<file path="config.mk">
export PLATFORM = sky130hd
export DESIGN_NAME = seven_segment_code_sequencer
export DESIGN_NICKNAME = d
export VERILOG_FILES = /design/src/design/sscs_pkg.sv /design/src/design/sscs_step.sv /design/src/design/seven_segment_code_sequencer.sv
export VERILOG_INCLUDE_DIRS = /design/src /design/src/design
export SDC_FILE = /design/constraint.sdc
export NUM_CORES = 1
export LEC_CHECK = 0
export BUFFER_PORTS_ARGS = -buffer_cell sky130_fd_sc_hd__clkbuf_2
export CORE_AREA = 3 3 125 127
export CTS_BUF_LIST = sky130_fd_sc_hd__clkbuf_16
export DETAILED_ROUTE_END_ITERATION = 10
export DIE_AREA = 0 0 128 130
export PLACE_DENSITY = 0.76
export REMOVE_ABC_BUFFERS = 1
export SETUP_SLACK_MARGIN = 0.15
export SLEW_MARGIN = 20
export SYNTH_ARGS = -nofsm -noshare
export SYNTH_HDL_FRONTEND = slang
export SYNTH_SLANG_ARGS = --single-unit
</file>
<file path="constraint.sdc">
create_clock -name clock -period 9.8 [get_ports clock]
set_clock_uncertainty 0.1 [all_clocks]
set_input_delay 1.96 -clock clock [delete_from_list [all_inputs] [get_ports clock]]
set_output_delay 1.96 -clock clock [all_outputs]
set_load 0.03 [all_outputs]
</file>
<file path="src/design/seven_segment_code_sequencer_assert.svh">
// Assertion macros for the seven-segment code sequencer.
// Depends on nothing; included by seven_segment_code_sequencer, which checks its own logic.
`ifndef SEVEN_SEGMENT_CODE_SEQUENCER_ASSERT_SVH
`define SEVEN_SEGMENT_CODE_SEQUENCER_ASSERT_SVH

`ifndef SYNTHESIS
// Check that cons holds in the same cycle as ante.
`define SSCS_ASSERT_SAME(label, clk, rst, ante, cons, msg) \
   label: assert property (@(posedge clk) disable iff (rst) (ante) |-> (cons)) \
      else $error(msg);
// Check that cons holds in the cycle after ante.
`define SSCS_ASSERT_NEXT(label, clk, rst, ante, cons, msg) \
   label: assert property (@(posedge clk) disable iff (rst) (ante) |=> (cons)) \
      else $error(msg);
`else
`define SSCS_ASSERT_SAME(label, clk, rst, ante, cons, msg)
`define SSCS_ASSERT_NEXT(label, clk, rst, ante, cons, msg)
`endif

`endif

</file>
<file path="src/design/sscs_pkg.sv">
// Shared types, phase codes, timing constants and the segment font.
// No dependencies; used by sscs_step and seven_segment_code_sequencer.
package sscs_pkg;

   // command codes on the func field
   localparam logic [1:0] FUNC_TICK = 2'd0;
   localparam logic [1:0] FUNC_WORD = 2'd1;
   localparam logic [1:0] FUNC_BYTE = 2'd2;
   localparam logic [1:0] FUNC_LAMP = 2'd3;

   // sequence phases
   localparam logic [3:0] PH_IDLE    = 4'd0;
   localparam logic [3:0] PH_WFLASH  = 4'd1;
   localparam logic [3:0] PH_WBLANK  = 4'd2;
   localparam logic [3:0] PH_WDIGIT  = 4'd3;
   localparam logic [3:0] PH_BBLANK1 = 4'd4;
   localparam logic [3:0] PH_BHIGH   = 4'd5;
   localparam logic [3:0] PH_BBLANK2 = 4'd6;
   localparam logic [3:0] PH_BLOW    = 4'd7;
   localparam logic [3:0] PH_LOFF1   = 4'd8;
   localparam logic [3:0] PH_LON     = 4'd9;
   localparam logic [3:0] PH_LOFF2   = 4'd10;
   localparam logic [3:0] PH_LWALK   = 4'd11;

   // register indexes on the csr port
   localparam logic [2:0] CSR_ACTIVE_LOW    = 3'd0;
   localparam logic [2:0] CSR_REVERSE_BITS  = 3'd1;
   localparam logic [2:0] CSR_FLASH_TOGGLES = 3'd2;
   localparam logic [2:0] CSR_FLASH_TICKS   = 3'd3;
   localparam logic [2:0] CSR_BLANK_TICKS   = 3'd4;
   localparam logic [2:0] CSR_DIGIT_TICKS   = 3'd5;

   // register reset values
   localparam logic [5:0] RST_FLASH_TOGGLES = 6'd10;
   localparam logic [7:0] RST_FLASH_TICKS   = 8'd25;
   localparam logic [7:0] RST_BLANK_TICKS   = 8'd25;
   localparam logic [7:0] RST_DIGIT_TICKS   = 8'd100;

   // fixed step timing of byte and lamp test sequences
   localparam logic [7:0] TK_GAP       = 8'd10;
   localparam logic [7:0] TK_BYTE_HIGH = 8'd25;
   localparam logic [7:0] TK_BYTE_LOW  = 8'd75;
   localparam logic [7:0] TK_LAMP      = 8'd10;
   localparam logic [7:0] TK_WALK      = 8'd5;

   localparam logic [7:0] PAT_BLANK = 8'h00;
   localparam logic [7:0] PAT_DP    = 8'h80;
   localparam logic [7:0] PAT_ALL   = 8'hff;
   localparam logic [5:0] WALK_STEPS = 6'd8;

   localparam logic [7:0] SEG_FONT [16] = '{
      8'h3f, 8'h06, 8'h5b, 8'h4f, 8'h66, 8'h6d, 8'h7d, 8'h07,
      8'h7f, 8'h67, 8'h77, 8'h7c, 8'h39, 8'h5e, 8'h79, 8'h71
   };

   typedef struct packed {
      logic       active_low;
      logic       reverse_bits;
      logic [5:0] flash_toggles;
      logic [7:0] flash_ticks;
      logic [7:0] blank_ticks;
      logic [7:0] digit_ticks;
   } cfg_type;

   typedef struct packed {
      logic [3:0]  phase;
      logic [7:0]  ticks_left;
      logic [5:0]  step_index;
      logic [31:0] held_value;
      logic        held_fatal;
      logic        held_last;
      logic [7:0]  pattern;
   } state_type;

   // zero duration counts as one tick
   function automatic logic [7:0] dur(input logic [7:0] t);
      return (t == 8'd0) ? 8'd1 : t;
   endfunction

   // mirror, then invert, the pattern for the pins
   function automatic logic [7:0] drive(input logic [7:0] p, input cfg_type c);
      logic [7:0] r;
      for (int i = 0; i < 8; i++) begin
         r[i] = c.reverse_bits ? p[7 - i] : p[i];
      end
      return c.active_low ? ~r : r;
   endfunction

endpackage

</file>
<file path="src/design/sscs_step.sv">
// Next-state logic of the sequencer for one tick or command item.
// Depends on sscs_pkg; instantiated by seven_segment_code_sequencer.
module sscs_step #(
   parameter int NIBBLES = 8
) (
   input  sscs_pkg::state_type cur,
   input  sscs_pkg::cfg_type   cfg,
   input  logic [1:0]          func,
   input  logic [31:0]         value,
   input  logic                fatal,
   input  logic                last_byte,
   output sscs_pkg::state_type nxt,
   output logic                accepted,
   output logic                done
);

   localparam logic [5:0] TOP_NIBBLE = 6'(NIBBLES - 1);

   logic [7:0] ticks_dec;
   logic [5:0] step_inc;
   logic [5:0] step_dec;
   logic [3:0] nib_sel;
   logic [3:0] nib_val;
   logic [31:0] nib_shift;

   assign ticks_dec = cur.ticks_left - {7'd0, cur.ticks_left != 8'd0};
   assign step_inc  = cur.step_index + 6'd1;
   assign step_dec  = cur.step_index - 6'd1;
   assign nib_sel   = cur.step_index[3:0];
   assign nib_shift = cur.held_value >> {nib_sel[2:0], 2'b00};
   // nibbles beyond the word read as zero
   assign nib_val   = nib_sel[3] ? 4'd0 : nib_shift[3:0];

   always_comb begin
      nxt      = cur;
      accepted = 1'b0;
      done     = 1'b0;
      if (func == sscs_pkg::FUNC_TICK) begin
         // count down and move on when the step runs out
         if (cur.phase != sscs_pkg::PH_IDLE) begin
            nxt.ticks_left = ticks_dec;
            if (ticks_dec == 8'd0) begin
               unique case (cur.phase)
                  sscs_pkg::PH_WFLASH: begin
                     if (step_inc < cfg.flash_toggles) begin
                        nxt.step_index = step_inc;
                        nxt.pattern    = cur.pattern ^ sscs_pkg::PAT_DP;
                        nxt.ticks_left = sscs_pkg::dur(cfg.flash_ticks);
                     end else begin
                        nxt.phase      = sscs_pkg::PH_WBLANK;
                        nxt.step_index = TOP_NIBBLE;
                        nxt.pattern    = sscs_pkg::PAT_BLANK;
                        nxt.ticks_left = sscs_pkg::dur(cfg.blank_ticks);
                     end
                  end
                  sscs_pkg::PH_WBLANK: begin
                     nxt.phase      = sscs_pkg::PH_WDIGIT;
                     nxt.pattern    = sscs_pkg::SEG_FONT[nib_val];
                     nxt.ticks_left = sscs_pkg::dur(cfg.digit_ticks);
                  end
                  sscs_pkg::PH_WDIGIT: begin
                     if (cur.step_index != 6'd0) begin
                        nxt.phase      = sscs_pkg::PH_WBLANK;
                        nxt.step_index = step_dec;
                        nxt.pattern    = sscs_pkg::PAT_BLANK;
                        nxt.ticks_left = sscs_pkg::dur(cfg.blank_ticks);
                     end else if (cur.held_fatal) begin
                        // restart the whole word pass
                        if (cfg.flash_toggles != 6'd0) begin
                           nxt.phase      = sscs_pkg::PH_WFLASH;
                           nxt.step_index = 6'd0;
                           nxt.pattern    = sscs_pkg::PAT_DP;
                           nxt.ticks_left = sscs_pkg::dur(cfg.flash_ticks);
                        end else begin
                           nxt.phase      = sscs_pkg::PH_WBLANK;
                           nxt.step_index = TOP_NIBBLE;
                           nxt.pattern    = sscs_pkg::PAT_BLANK;
                           nxt.ticks_left = sscs_pkg::dur(cfg.blank_ticks);
                        end
                     end else begin
                        nxt.phase = sscs_pkg::PH_IDLE;
                        done      = 1'b1;
                     end
                  end
                  sscs_pkg::PH_BBLANK1: begin
                     nxt.phase      = sscs_pkg::PH_BHIGH;
                     nxt.pattern    = sscs_pkg::SEG_FONT[cur.held_value[7:4]];
                     nxt.ticks_left = sscs_pkg::TK_BYTE_HIGH;
                  end
                  sscs_pkg::PH_BHIGH: begin
                     nxt.phase      = sscs_pkg::PH_BBLANK2;
                     nxt.pattern    = sscs_pkg::PAT_BLANK;
                     nxt.ticks_left = sscs_pkg::TK_GAP;
                  end
                  sscs_pkg::PH_BBLANK2: begin
                     nxt.phase      = sscs_pkg::PH_BLOW;
                     nxt.pattern    = sscs_pkg::SEG_FONT[cur.held_value[3:0]];
                     nxt.ticks_left = sscs_pkg::TK_BYTE_LOW;
                  end
                  sscs_pkg::PH_BLOW: begin
                     nxt.phase = sscs_pkg::PH_IDLE;
                     done      = cur.held_last;
                  end
                  sscs_pkg::PH_LOFF1: begin
                     nxt.phase      = sscs_pkg::PH_LON;
                     nxt.pattern    = sscs_pkg::PAT_ALL;
                     nxt.ticks_left = sscs_pkg::TK_LAMP;
                  end
                  sscs_pkg::PH_LON: begin
                     nxt.phase      = sscs_pkg::PH_LOFF2;
                     nxt.pattern    = sscs_pkg::PAT_BLANK;
                     nxt.ticks_left = sscs_pkg::TK_LAMP;
                  end
                  sscs_pkg::PH_LOFF2: begin
                     nxt.phase      = sscs_pkg::PH_LWALK;
                     nxt.step_index = 6'd0;
                     nxt.pattern    = 8'h01;
                     nxt.ticks_left = sscs_pkg::TK_WALK;
                  end
                  sscs_pkg::PH_LWALK: begin
                     nxt.step_index = step_inc;
                     if (step_inc < sscs_pkg::WALK_STEPS) begin
                        nxt.pattern    = 8'h01 << step_inc[2:0];
                        nxt.ticks_left = sscs_pkg::TK_WALK;
                     end else begin
                        nxt.phase   = sscs_pkg::PH_IDLE;
                        nxt.pattern = sscs_pkg::PAT_BLANK;
                        done        = 1'b1;
                     end
                  end
                  default: begin
                     nxt.phase = sscs_pkg::PH_IDLE;
                  end
               endcase
            end
         end
      end else if (cur.phase == sscs_pkg::PH_IDLE) begin
         // start a sequence; commands while busy are dropped
         accepted       = 1'b1;
         nxt.held_value = value;
         unique case (func)
            sscs_pkg::FUNC_WORD: begin
               nxt.held_fatal = fatal;
               if (cfg.flash_toggles != 6'd0) begin
                  nxt.phase      = sscs_pkg::PH_WFLASH;
                  nxt.step_index = 6'd0;
                  nxt.pattern    = sscs_pkg::PAT_DP;
                  nxt.ticks_left = sscs_pkg::dur(cfg.flash_ticks);
               end else begin
                  nxt.phase      = sscs_pkg::PH_WBLANK;
                  nxt.step_index = TOP_NIBBLE;
                  nxt.pattern    = sscs_pkg::PAT_BLANK;
                  nxt.ticks_left = sscs_pkg::dur(cfg.blank_ticks);
               end
            end
            sscs_pkg::FUNC_BYTE: begin
               nxt.held_last  = last_byte;
               nxt.phase      = sscs_pkg::PH_BBLANK1;
               nxt.pattern    = sscs_pkg::PAT_BLANK;
               nxt.ticks_left = sscs_pkg::TK_GAP;
            end
            default: begin
               nxt.phase      = sscs_pkg::PH_LOFF1;
               nxt.pattern    = sscs_pkg::PAT_BLANK;
               nxt.ticks_left = sscs_pkg::TK_LAMP;
            end
         endcase
      end
   end

endmodule

</file>
<file path="src/design/seven_segment_code_sequencer.sv">
// Top level of the seven-segment code sequencer: state, config and result registers.
// Depends on sscs_pkg, sscs_step and seven_segment_code_sequencer_assert.svh.
//
//   channel  ports                                   direction  role
//   req      valid/ready, func, value, fatal,        in         ticks and commands
//            last_byte
//   rsp      valid/ready, segments, busy_res,        out        one result per item
//            accepted, run_complete
//   csr      wr_en, index, wdata                     in         register writes
//
// The state update is one pass of sscs_step between the state registers and the
// result register, so an item can enter every cycle unless rsp stalls. A result
// is registered and appears in the cycle after its transfer; req_ready stays high while
// the result register is empty or being taken, so a stall on rsp holds off req only.
// Synchronous reset blanks the pattern, idles the sequencer and loads register defaults.
`include "seven_segment_code_sequencer_assert.svh"

module seven_segment_code_sequencer #(
   parameter int NIBBLES = 8
) (
   input  logic        clock,
   input  logic        reset,
   input  logic        req_valid,
   output logic        req_ready,
   input  logic [1:0]  req_func,
   input  logic [31:0] req_value,
   input  logic        req_fatal,
   input  logic        req_last_byte,
   output logic        rsp_valid,
   input  logic        rsp_ready,
   output logic [7:0]  rsp_segments,
   output logic        rsp_busy_res,
   output logic        rsp_accepted,
   output logic        rsp_run_complete,
   input  logic        csr_wr_en,
   input  logic [2:0]  csr_index,
   input  logic [7:0]  csr_wdata
);

   sscs_pkg::cfg_type   cfg_ff;
   sscs_pkg::cfg_type   cfg_in;
   sscs_pkg::state_type state_ff;
   sscs_pkg::state_type state_in;
   logic                step_accepted;
   logic                step_done;
   logic                req_xfer;
   logic                rsp_valid_ff;
   logic                rsp_valid_in;
   logic [7:0]          rsp_segments_ff;
   logic                rsp_busy_ff;
   logic                rsp_accepted_ff;
   logic                rsp_done_ff;

   assign req_ready = !rsp_valid_ff || rsp_ready;
   assign req_xfer  = req_valid && req_ready;

   // register writes
   always_comb begin
      cfg_in = cfg_ff;
      if (csr_wr_en) begin
         unique case (csr_index)
            sscs_pkg::CSR_ACTIVE_LOW:    cfg_in.active_low    = csr_wdata[0];
            sscs_pkg::CSR_REVERSE_BITS:  cfg_in.reverse_bits  = csr_wdata[0];
            sscs_pkg::CSR_FLASH_TOGGLES: cfg_in.flash_toggles = csr_wdata[5:0];
            sscs_pkg::CSR_FLASH_TICKS:   cfg_in.flash_ticks   = csr_wdata;
            sscs_pkg::CSR_BLANK_TICKS:   cfg_in.blank_ticks   = csr_wdata;
            sscs_pkg::CSR_DIGIT_TICKS:   cfg_in.digit_ticks   = csr_wdata;
            default: ;
         endcase
      end
   end

   always_ff @(posedge clock) begin
      if (reset) begin
         cfg_ff.active_low    <= 1'b0;
         cfg_ff.reverse_bits  <= 1'b0;
         cfg_ff.flash_toggles <= sscs_pkg::RST_FLASH_TOGGLES;
         cfg_ff.flash_ticks   <= sscs_pkg::RST_FLASH_TICKS;
         cfg_ff.blank_ticks   <= sscs_pkg::RST_BLANK_TICKS;
         cfg_ff.digit_ticks   <= sscs_pkg::RST_DIGIT_TICKS;
      end else begin
         cfg_ff <= cfg_in;
      end
   end

   // next state for the offered item
   sscs_step #(
      .NIBBLES (NIBBLES)
   ) u_step (
      .cur       (state_ff),
      .cfg       (cfg_ff),
      .func      (req_func),
      .value     (req_value),
      .fatal     (req_fatal),
      .last_byte (req_last_byte),
      .nxt       (state_in),
      .accepted  (step_accepted),
      .done      (step_done)
   );

   // advance the sequencer on each transfer
   always_ff @(posedge clock) begin
      if (reset) begin
         state_ff.phase      <= sscs_pkg::PH_IDLE;
         state_ff.ticks_left <= 8'd0;
         state_ff.step_index <= 6'd0;
         state_ff.held_value <= 32'd0;
         state_ff.held_fatal <= 1'b0;
         state_ff.held_last  <= 1'b0;
         state_ff.pattern    <= sscs_pkg::PAT_BLANK;
      end else if (req_xfer) begin
         state_ff <= state_in;
      end
   end

   // result register: load on transfer, drop when taken
   assign rsp_valid_in = req_xfer || (rsp_valid_ff && !rsp_ready);

   always_ff @(posedge clock) begin
      if (reset) begin
         rsp_valid_ff <= 1'b0;
      end else begin
         rsp_valid_ff <= rsp_valid_in;
      end
   end

   always_ff @(posedge clock) begin
      if (req_xfer) begin
         rsp_segments_ff <= sscs_pkg::drive(state_in.pattern, cfg_ff);
         rsp_busy_ff     <= state_in.phase != sscs_pkg::PH_IDLE;
         rsp_accepted_ff <= step_accepted;
         rsp_done_ff     <= step_done;
      end
   end

   assign rsp_valid        = rsp_valid_ff;
   assign rsp_segments     = rsp_segments_ff;
   assign rsp_busy_res     = rsp_busy_ff;
   assign rsp_accepted     = rsp_accepted_ff;
   assign rsp_run_complete = rsp_done_ff;

   `SSCS_ASSERT_SAME(a_busy_has_time, clock, reset, state_ff.phase != sscs_pkg::PH_IDLE,
      state_ff.ticks_left != 8'd0, "running step has no ticks left")
   `SSCS_ASSERT_SAME(a_accept_busy, clock, reset, rsp_valid_ff && rsp_accepted_ff,
      rsp_busy_ff, "accepted command left sequencer idle")
   `SSCS_ASSERT_SAME(a_done_idle, clock, reset, rsp_valid_ff && rsp_done_ff,
      !rsp_busy_ff && !rsp_accepted_ff, "completed run still busy or accepted")
   `SSCS_ASSERT_SAME(a_stall_blocks, clock, reset, rsp_valid_ff && !rsp_ready,
      !req_ready, "input taken while result stalled")
   `SSCS_ASSERT_NEXT(a_idle_hold, clock, reset,
      req_xfer && state_ff.phase == sscs_pkg::PH_IDLE && req_func == sscs_pkg::FUNC_TICK,
      state_ff.phase == sscs_pkg::PH_IDLE, "tick moved an idle sequencer")

endmodule
</file>
### Yosys cells after proc, flatten, opt, wreduce, memory -nomap -nowiden

Memory sizes are Yosys's and may differ from the RTL's.
Index checks and enable logic that the tools add are counted.

| word-level totals | value |
|---|---|
| logic and storage cells | 146 |
| memories | 3 |
| output and inout port bits | 13 |
| bits in registers | 104 |
| ROM bits | 384 |

Memory list:

| memory | depth | width | rd ports | clocked after Yosys merged registers in | write ports | line | text |
|---|---|---|---|---|---|---|---|
| (no name shown) | 16 | 8 | 1 | 0 | 0 | sscs_step.sv:87 | `nxt.pattern = sscs_pkg::SEG_FONT[cur.held_value[7:4]];` |
| (no name shown) | 16 | 8 | 1 | 0 | 0 | sscs_step.sv:97 | `nxt.pattern = sscs_pkg::SEG_FONT[cur.held_value[3:0]];` |
| (no name shown) | 16 | 8 | 1 | 0 | 0 | sscs_step.sv:58 | `nxt.pattern = sscs_pkg::SEG_FONT[nib_val];` |

| cells by class | value |
|---|---|
| equal/unequal tests | 22 |
| order comparisons | 5 |
| shift-type cells | 2 |
| multiplexer cells | 53 |
| bitwise gates (word level) | 6 |
| reductions and logical operators | 34 |
| $add $sub $neg | 3 |

Operators with widths:

| kind | number |
|---|---|
| $mux W8 | 20 |
| $mux W18 | 4 |
| $pmux W8 S9 | 1 |
| $pmux W8 S8 | 1 |
| $mux W60 | 1 |
| $pmux W4 S10 | 1 |
| $logic_not A8 Y1 | 4 |
| $shr A32 B5 Y4 | 1 |
| $mux W14 | 2 |
| $pmux W12 S2 | 1 |
| $pmux W6 S4 | 1 |
| $eq A4 B3 Y1 const B | 4 |
| $eq A4 B4 Y1 const B | 4 |
| $mux W16 | 1 |
| $mux W4 | 4 |
| $ge A5 B5 Y1 const B | 3 |
| $not A4 Y5 | 3 |
| $mux W1 | 14 |
| $reduce_and A2 Y1 | 6 |
| $reduce_bool A6 Y1 | 2 |
| $reduce_and A3 Y1 | 3 |
| $eq A4 B2 Y1 const B | 2 |
| $not A8 Y8 | 1 |
| $reduce_and A4 Y1 | 2 |
| 30 further kinds | 39 |

### Logic depth before layout (Yosys ltp)

| logic depth | value |
|---|---|
| depth after elaboration | 13 |
| gate-level depth with buffers | 16 |
| mapped depth without buffers | 13 |

### Cells and area by module

From an unflattened synthesis, not the netlist that was laid out.

| second synthesis, totals | value |
|---|---|
| cells, all modules | 1014 |
| area total of the unflattened synthesis | 8135.3 µm² |

Modules (own cells, without submodules):

| module | sequential area each (µm²) | instances | area each (µm²) | cells an instance |
|---|---|---|---|---|
| seven_segment_code_sequencer | 2192.1 | 1 | 4325.4 | 427 |
| sscs_step | 0.0 | 1 | 3809.9 | 587 |

### Worst setup path before layout

OpenSTA, ideal clock, no wires.

| path | value |
|---|---|
| kind | input -> output |
| start point | in rsp_ready |
| end point | out req_ready |
| path buffers | 0 |
| cell stages on the path | 1 |
| setup slack | 5.482 ns |
| arrival time | 2.258 ns |
| cells stage by stage | nand2b_1 |

| between the ends | value |
|---|---|
| cells in the longest elaborated chain, start to end | 1 |

Ends and longest elaborated chain:

| item | line | text |
|---|---|---|
| start: declaration | seven_segment_code_sequencer.sv:30 | `input logic rsp_ready,` |
| $logic_or A1 B1 Y1 | seven_segment_code_sequencer.sv:54 | `assign req_ready = !rsp_valid_ff \|\| rsp_ready;` |
| end: declaration | seven_segment_code_sequencer.sv:24 | `output logic req_ready,` |

No other way between the ends.

### Worst setup path after layout

| path | value |
|---|---|
| start point | in req_func[0] |
| end point | reg state_ff[26] (netlist name) |

| between the ends | value |
|---|---|
| cells in the longest elaborated chain, start to end | 3 |

Ends and longest elaborated chain:

| item | line | text |
|---|---|---|
| start: declaration | seven_segment_code_sequencer.sv:25 | `input logic [1:0] req_func,` |
| $logic_not A2 Y1 | sscs_step.sv:38 | `if (func == sscs_pkg::FUNC_TICK) begin` |
| $not A1 Y1 (no line) | - |  |
| $reduce_and A3 Y1 (no line) | - |  |
| end signal: assignment | seven_segment_code_sequencer.sv:112 | `state_ff <= state_in;` |
| end: declaration | seven_segment_code_sequencer.sv:42 | `sscs_pkg::state_type state_ff;` |

No other way between the ends.
A chain may end at the register's enable or synchronous reset.

==> impl_results.md <==
* Endpoints failing hold at 0
* Synth Area in Compound Gates at 23.8%
* Drt drc at 0
* Post-synth EDFFs at 11
* Post-route ant nets at 0
* Worst-Skew Late Latency at about 370 ps
* Placed cells at approximately 1200
* Net count, final at roughly 1100
* Ys flop type: dfxtp_1
* Filler cells at approximately 1400
* Async SR Flop Fraction at 0%
* Ports at between 60 and 70
* Fin util at 56.3%
* Pin count of the biggest net entering global routing at 94
* Seq/Total Area, Yosys at ~29%
* CTS Hold Bufs at 0
* Post-synthesis xor/xnor area fraction at 2.45%
* Critical path required time at ~9900 ps
* Worst setup endpoint: state_ff[26]$_SDFFE_PP0P_
* Post-CTS Resized at 0
* Outcome: complete, no violations
* CTS clk-pin slew, worst paths at roughly 70 ps
* Ant diodes at 0
* Synth top area cells: dfxtp_1, nand2_1, mux2i_1
* Crit path DAT at 4820 ps
* CTS root buffer: clkbuf_16
* Final setup viols at 0
* Pin slew with the least headroom to its limit at roughly 1000 ps
* Share of cells above drive strength 1 at ~11%
* Area leader, netlist: dfxtp_1
* Starting Density at around half
* RD Place Congestion at about 1.0
* GR Layer Usage met2 at 39.6%
* Crit share post-route at about half
* Layout Cells excl Fill at about 1200
* Total global routing overflow at 0
* Crit path max fanout at 32
* R2r endpoint: rsp_busy_res$_DFFE_PP_
* Yosys cell types at between 70 and 80
* Detailed Place HPWL at 15500 microns
* R2R cell count at 13
* Post-synthesis mux area share at about a tenth
* Crit path from: req_func[0]
* Clk buf depth at 2
* Top Usage Layer GRT: met2
* Total GRT Usage at 25.8%
* Slew margin rel. at roughly 34%
* Die X at 128 microns
* Synth warnings at 0
* RSZ-0062 raised after global routing: no
* Vias in the first global route at around 6700
* Post-synthesis simple-gate area fraction at roughly a quarter
* Setup slack, reg-to-reg at a little over 5000 ps
* Core area at 0.0145 sq mm
* Met3 usage at between 5 and 6%
* Setup bufs post-CTS at 0
* Total wire length at roughly 21000 microns
* Num rows at 44
* Largest family of logic cells by synthesized area: simple AND/OR/NAND/NOR gates
* H-tree depth at 3
* Crit. End Element: flop
* #FFs+latches synth at roughly 100
* CTS tree: done
* First drt pass iteration count at 5
* First DRT Iteration DRCs at between 800 and 900
* Clock period minus final worst setup slack at 4710 ps
* PD cells at between 100 and 150 mW/mm^2
* Maximum clock frequency at 0.212 GHz
* Cell Area, Synth at about 0.0075 sq mm
* DR vias/cell at between 6 and 7
* Num Clock Sinks at between 100 and 150
* Vias post-DR at approximately 7400
* Met1 GRT Util at a little over a third
* Routed wire per std cell at between 15 and 20 microns
* Initial antenna violation count at 0
* Peak VDD IR at roughly 0.08 mV
* Maxcap violations at 0
* Share of the synthesized area in the top cell type at roughly a quarter
* Die footprint at between 0.015 and 0.02 sq mm
* Syn-to-layout area delta at 9.03%
* Num CTS Buffers at 9
* Hold Crit Class: reg -> reg
* Die Ht at 130 microns
* Setup TNS at 0 ps
* Max-slew violations at 0
* Pwr Total at between 1 and 1.5 mW
* Post-Synth Adder-Cell Area at 4.84%
* Reg-to-reg startpoint: state_ff[42]$_SDFFE_PP0P_
* Leakage power at a little over 3 nW
* Crit path launch type: primary input
* First-pass GRT wire length at 35000 microns
* Mean post-synth cell area at 7.67 sq um
* Buffers on Ports at 64
* Cell count after synthesis at a little under 1000
* Setup CP Type: in -> reg
[registers in the layout, summed over array words and instances (netlist names)]
register	cells
rsp_run_complete	1
rsp_segments	8
rsp_accepted	1
rsp_valid	1
rsp_busy_res	1
state_ff	60
cfg_ff	32
[power by group]
part           internal (mW)  switching (mW)  total [mW]
Sequential             0.453          0.0286       0.481
Clock                  0.194           0.180       0.374
Combinational          0.105           0.182       0.286
[synthesized netlist by cell type (all sizes together), types with 10 or more instances]
| master | count |
|---|---|
| o21ai | 49 |
| nor3 | 25 |
| mux2i | 51 |
| nor2b | 18 |
| a21o | 10 |
| a211oi | 12 |
| nand3 | 17 |
| nand2b | 12 |
| xnor2 | 12 |
| nor2 | 78 |
| ha | 29 |
| nor4 | 12 |
| nand3b | 15 |
| nand2 | 186 |
| edfxtp | 11 |
| buf | 11 |
| o22ai | 13 |
| a31oi | 13 |
| a221oi | 12 |
| dfxtp | 93 |
| inv | 24 |
| a21oi | 86 |
| clkbuf | 49 |
[worst max-delay path, cell delays in order]
cell	delay, ps
clkbuf_2	90
inv_1	70
ha_1	640
nand2_1	410
a21oi_1	720
nand2_2	560
nand2_1	240
a21oi_1	90
[cell families (layout without fill, tap and decap cells)]
group,after synthesis,count (layout)
muxes,63,63
DFF,104,104
AOI/OAI and AO/OA,273,273
and+or+nand+nor,400,400
buffers and inverters,88,116
xor gates and xnor gates,21,21
adders and majority gates,29,29
[cell usage in the layout, fill, tap and decap left out, types with 6 or more instances in the layout]
cell	Yosys	routed
a211o_1	9	9
a211oi_1	12	12
a21o_1	10	10
a21oi_1	86	86
a221oi_1	11	11
a22o_1	6	6
a22oi_1	9	9
a311oi_1	6	6
a31oi_1	13	13
buf_4	0	8
clkbuf_16	0	10
clkbuf_2	0	63
dfxtp_1	93	93
edfxtp_1	11	11
ha_1	29	29
inv_1	24	24
mux2i_1	49	49
nand2_1	186	185
nand2b_1	12	12
nand3_1	17	17
nand3b_1	15	15
nor2_1	78	77
nor2b_1	18	18
nor3_1	24	24
nor4_1	11	11
o211ai_1	7	7
o21ai_0	43	42
o21ai_1	6	7
o22ai_1	13	13
or3_1	6	6
xnor2_1	12	12
xor2_1	9	9
[layout make-up]
| class | instances | area (sq um) | area share [%] |
|---|---|---|---|
| clock buffers | 10 | 250 | 3.06 |
| clock inverters | 6 | 62.6 | 0.765 |
| inverters | 28 | 105 | 1.29 |
| multi-input cells | 786 | 4950 | 60.6 |
| flip-flops and latches | 104 | 2190 | 26.8 |
| well taps | 184 | 230 | 2.82 |
| repair buffers | 72 | 380 | 4.65 |
[metrics by stage]
stage | setup slack, ps | instance area (sq um) | hold WS (ps)
2_1_floorplan | 4820 | 7250 | 330
3_3_place_gp | 4610 | 7860 | 342
3_5_place_dp | 4450 | 7860 | 348
4_1_cts | 4820 | 8170 | 359
5_1_grt | 4770 | 8180 | 385
6_report | 5090 | 8180 | 357
[how the worst min path moves through the flow]
stage	startpoint	end	slack (ps)	cells past startpoint
finish	state_ff[32]$_SDFFE_PP0P_	state_ff[32]$_SDFFE_PP0P_	360	2
global route	state_ff[27]$_SDFFE_PP0P_	state_ff[27]$_SDFFE_PP0P_	390	2
CTS	state_ff[32]$_SDFFE_PP0P_	state_ff[32]$_SDFFE_PP0P_	360	2
detailed placement	state_ff[32]$_SDFFE_PP0P_	state_ff[32]$_SDFFE_PP0P_	350	2
global placement	state_ff[29]$_SDFFE_PP0P_	state_ff[29]$_SDFFE_PP0P_	340	2
floorplan	state_ff[28]$_SDFFE_PP0P_	state_ff[28]$_SDFFE_PP0P_	330	2
[metal layers]
metal  part of all wire [%]  vias to the layer above
met4                    2.2                        0
met1                     45                     3424
li1                       -                     3592
met5                      0                        -
met3                    8.5                       41
met2                     45                      349
No activity file was read; power rests on OpenSTA's default activity.
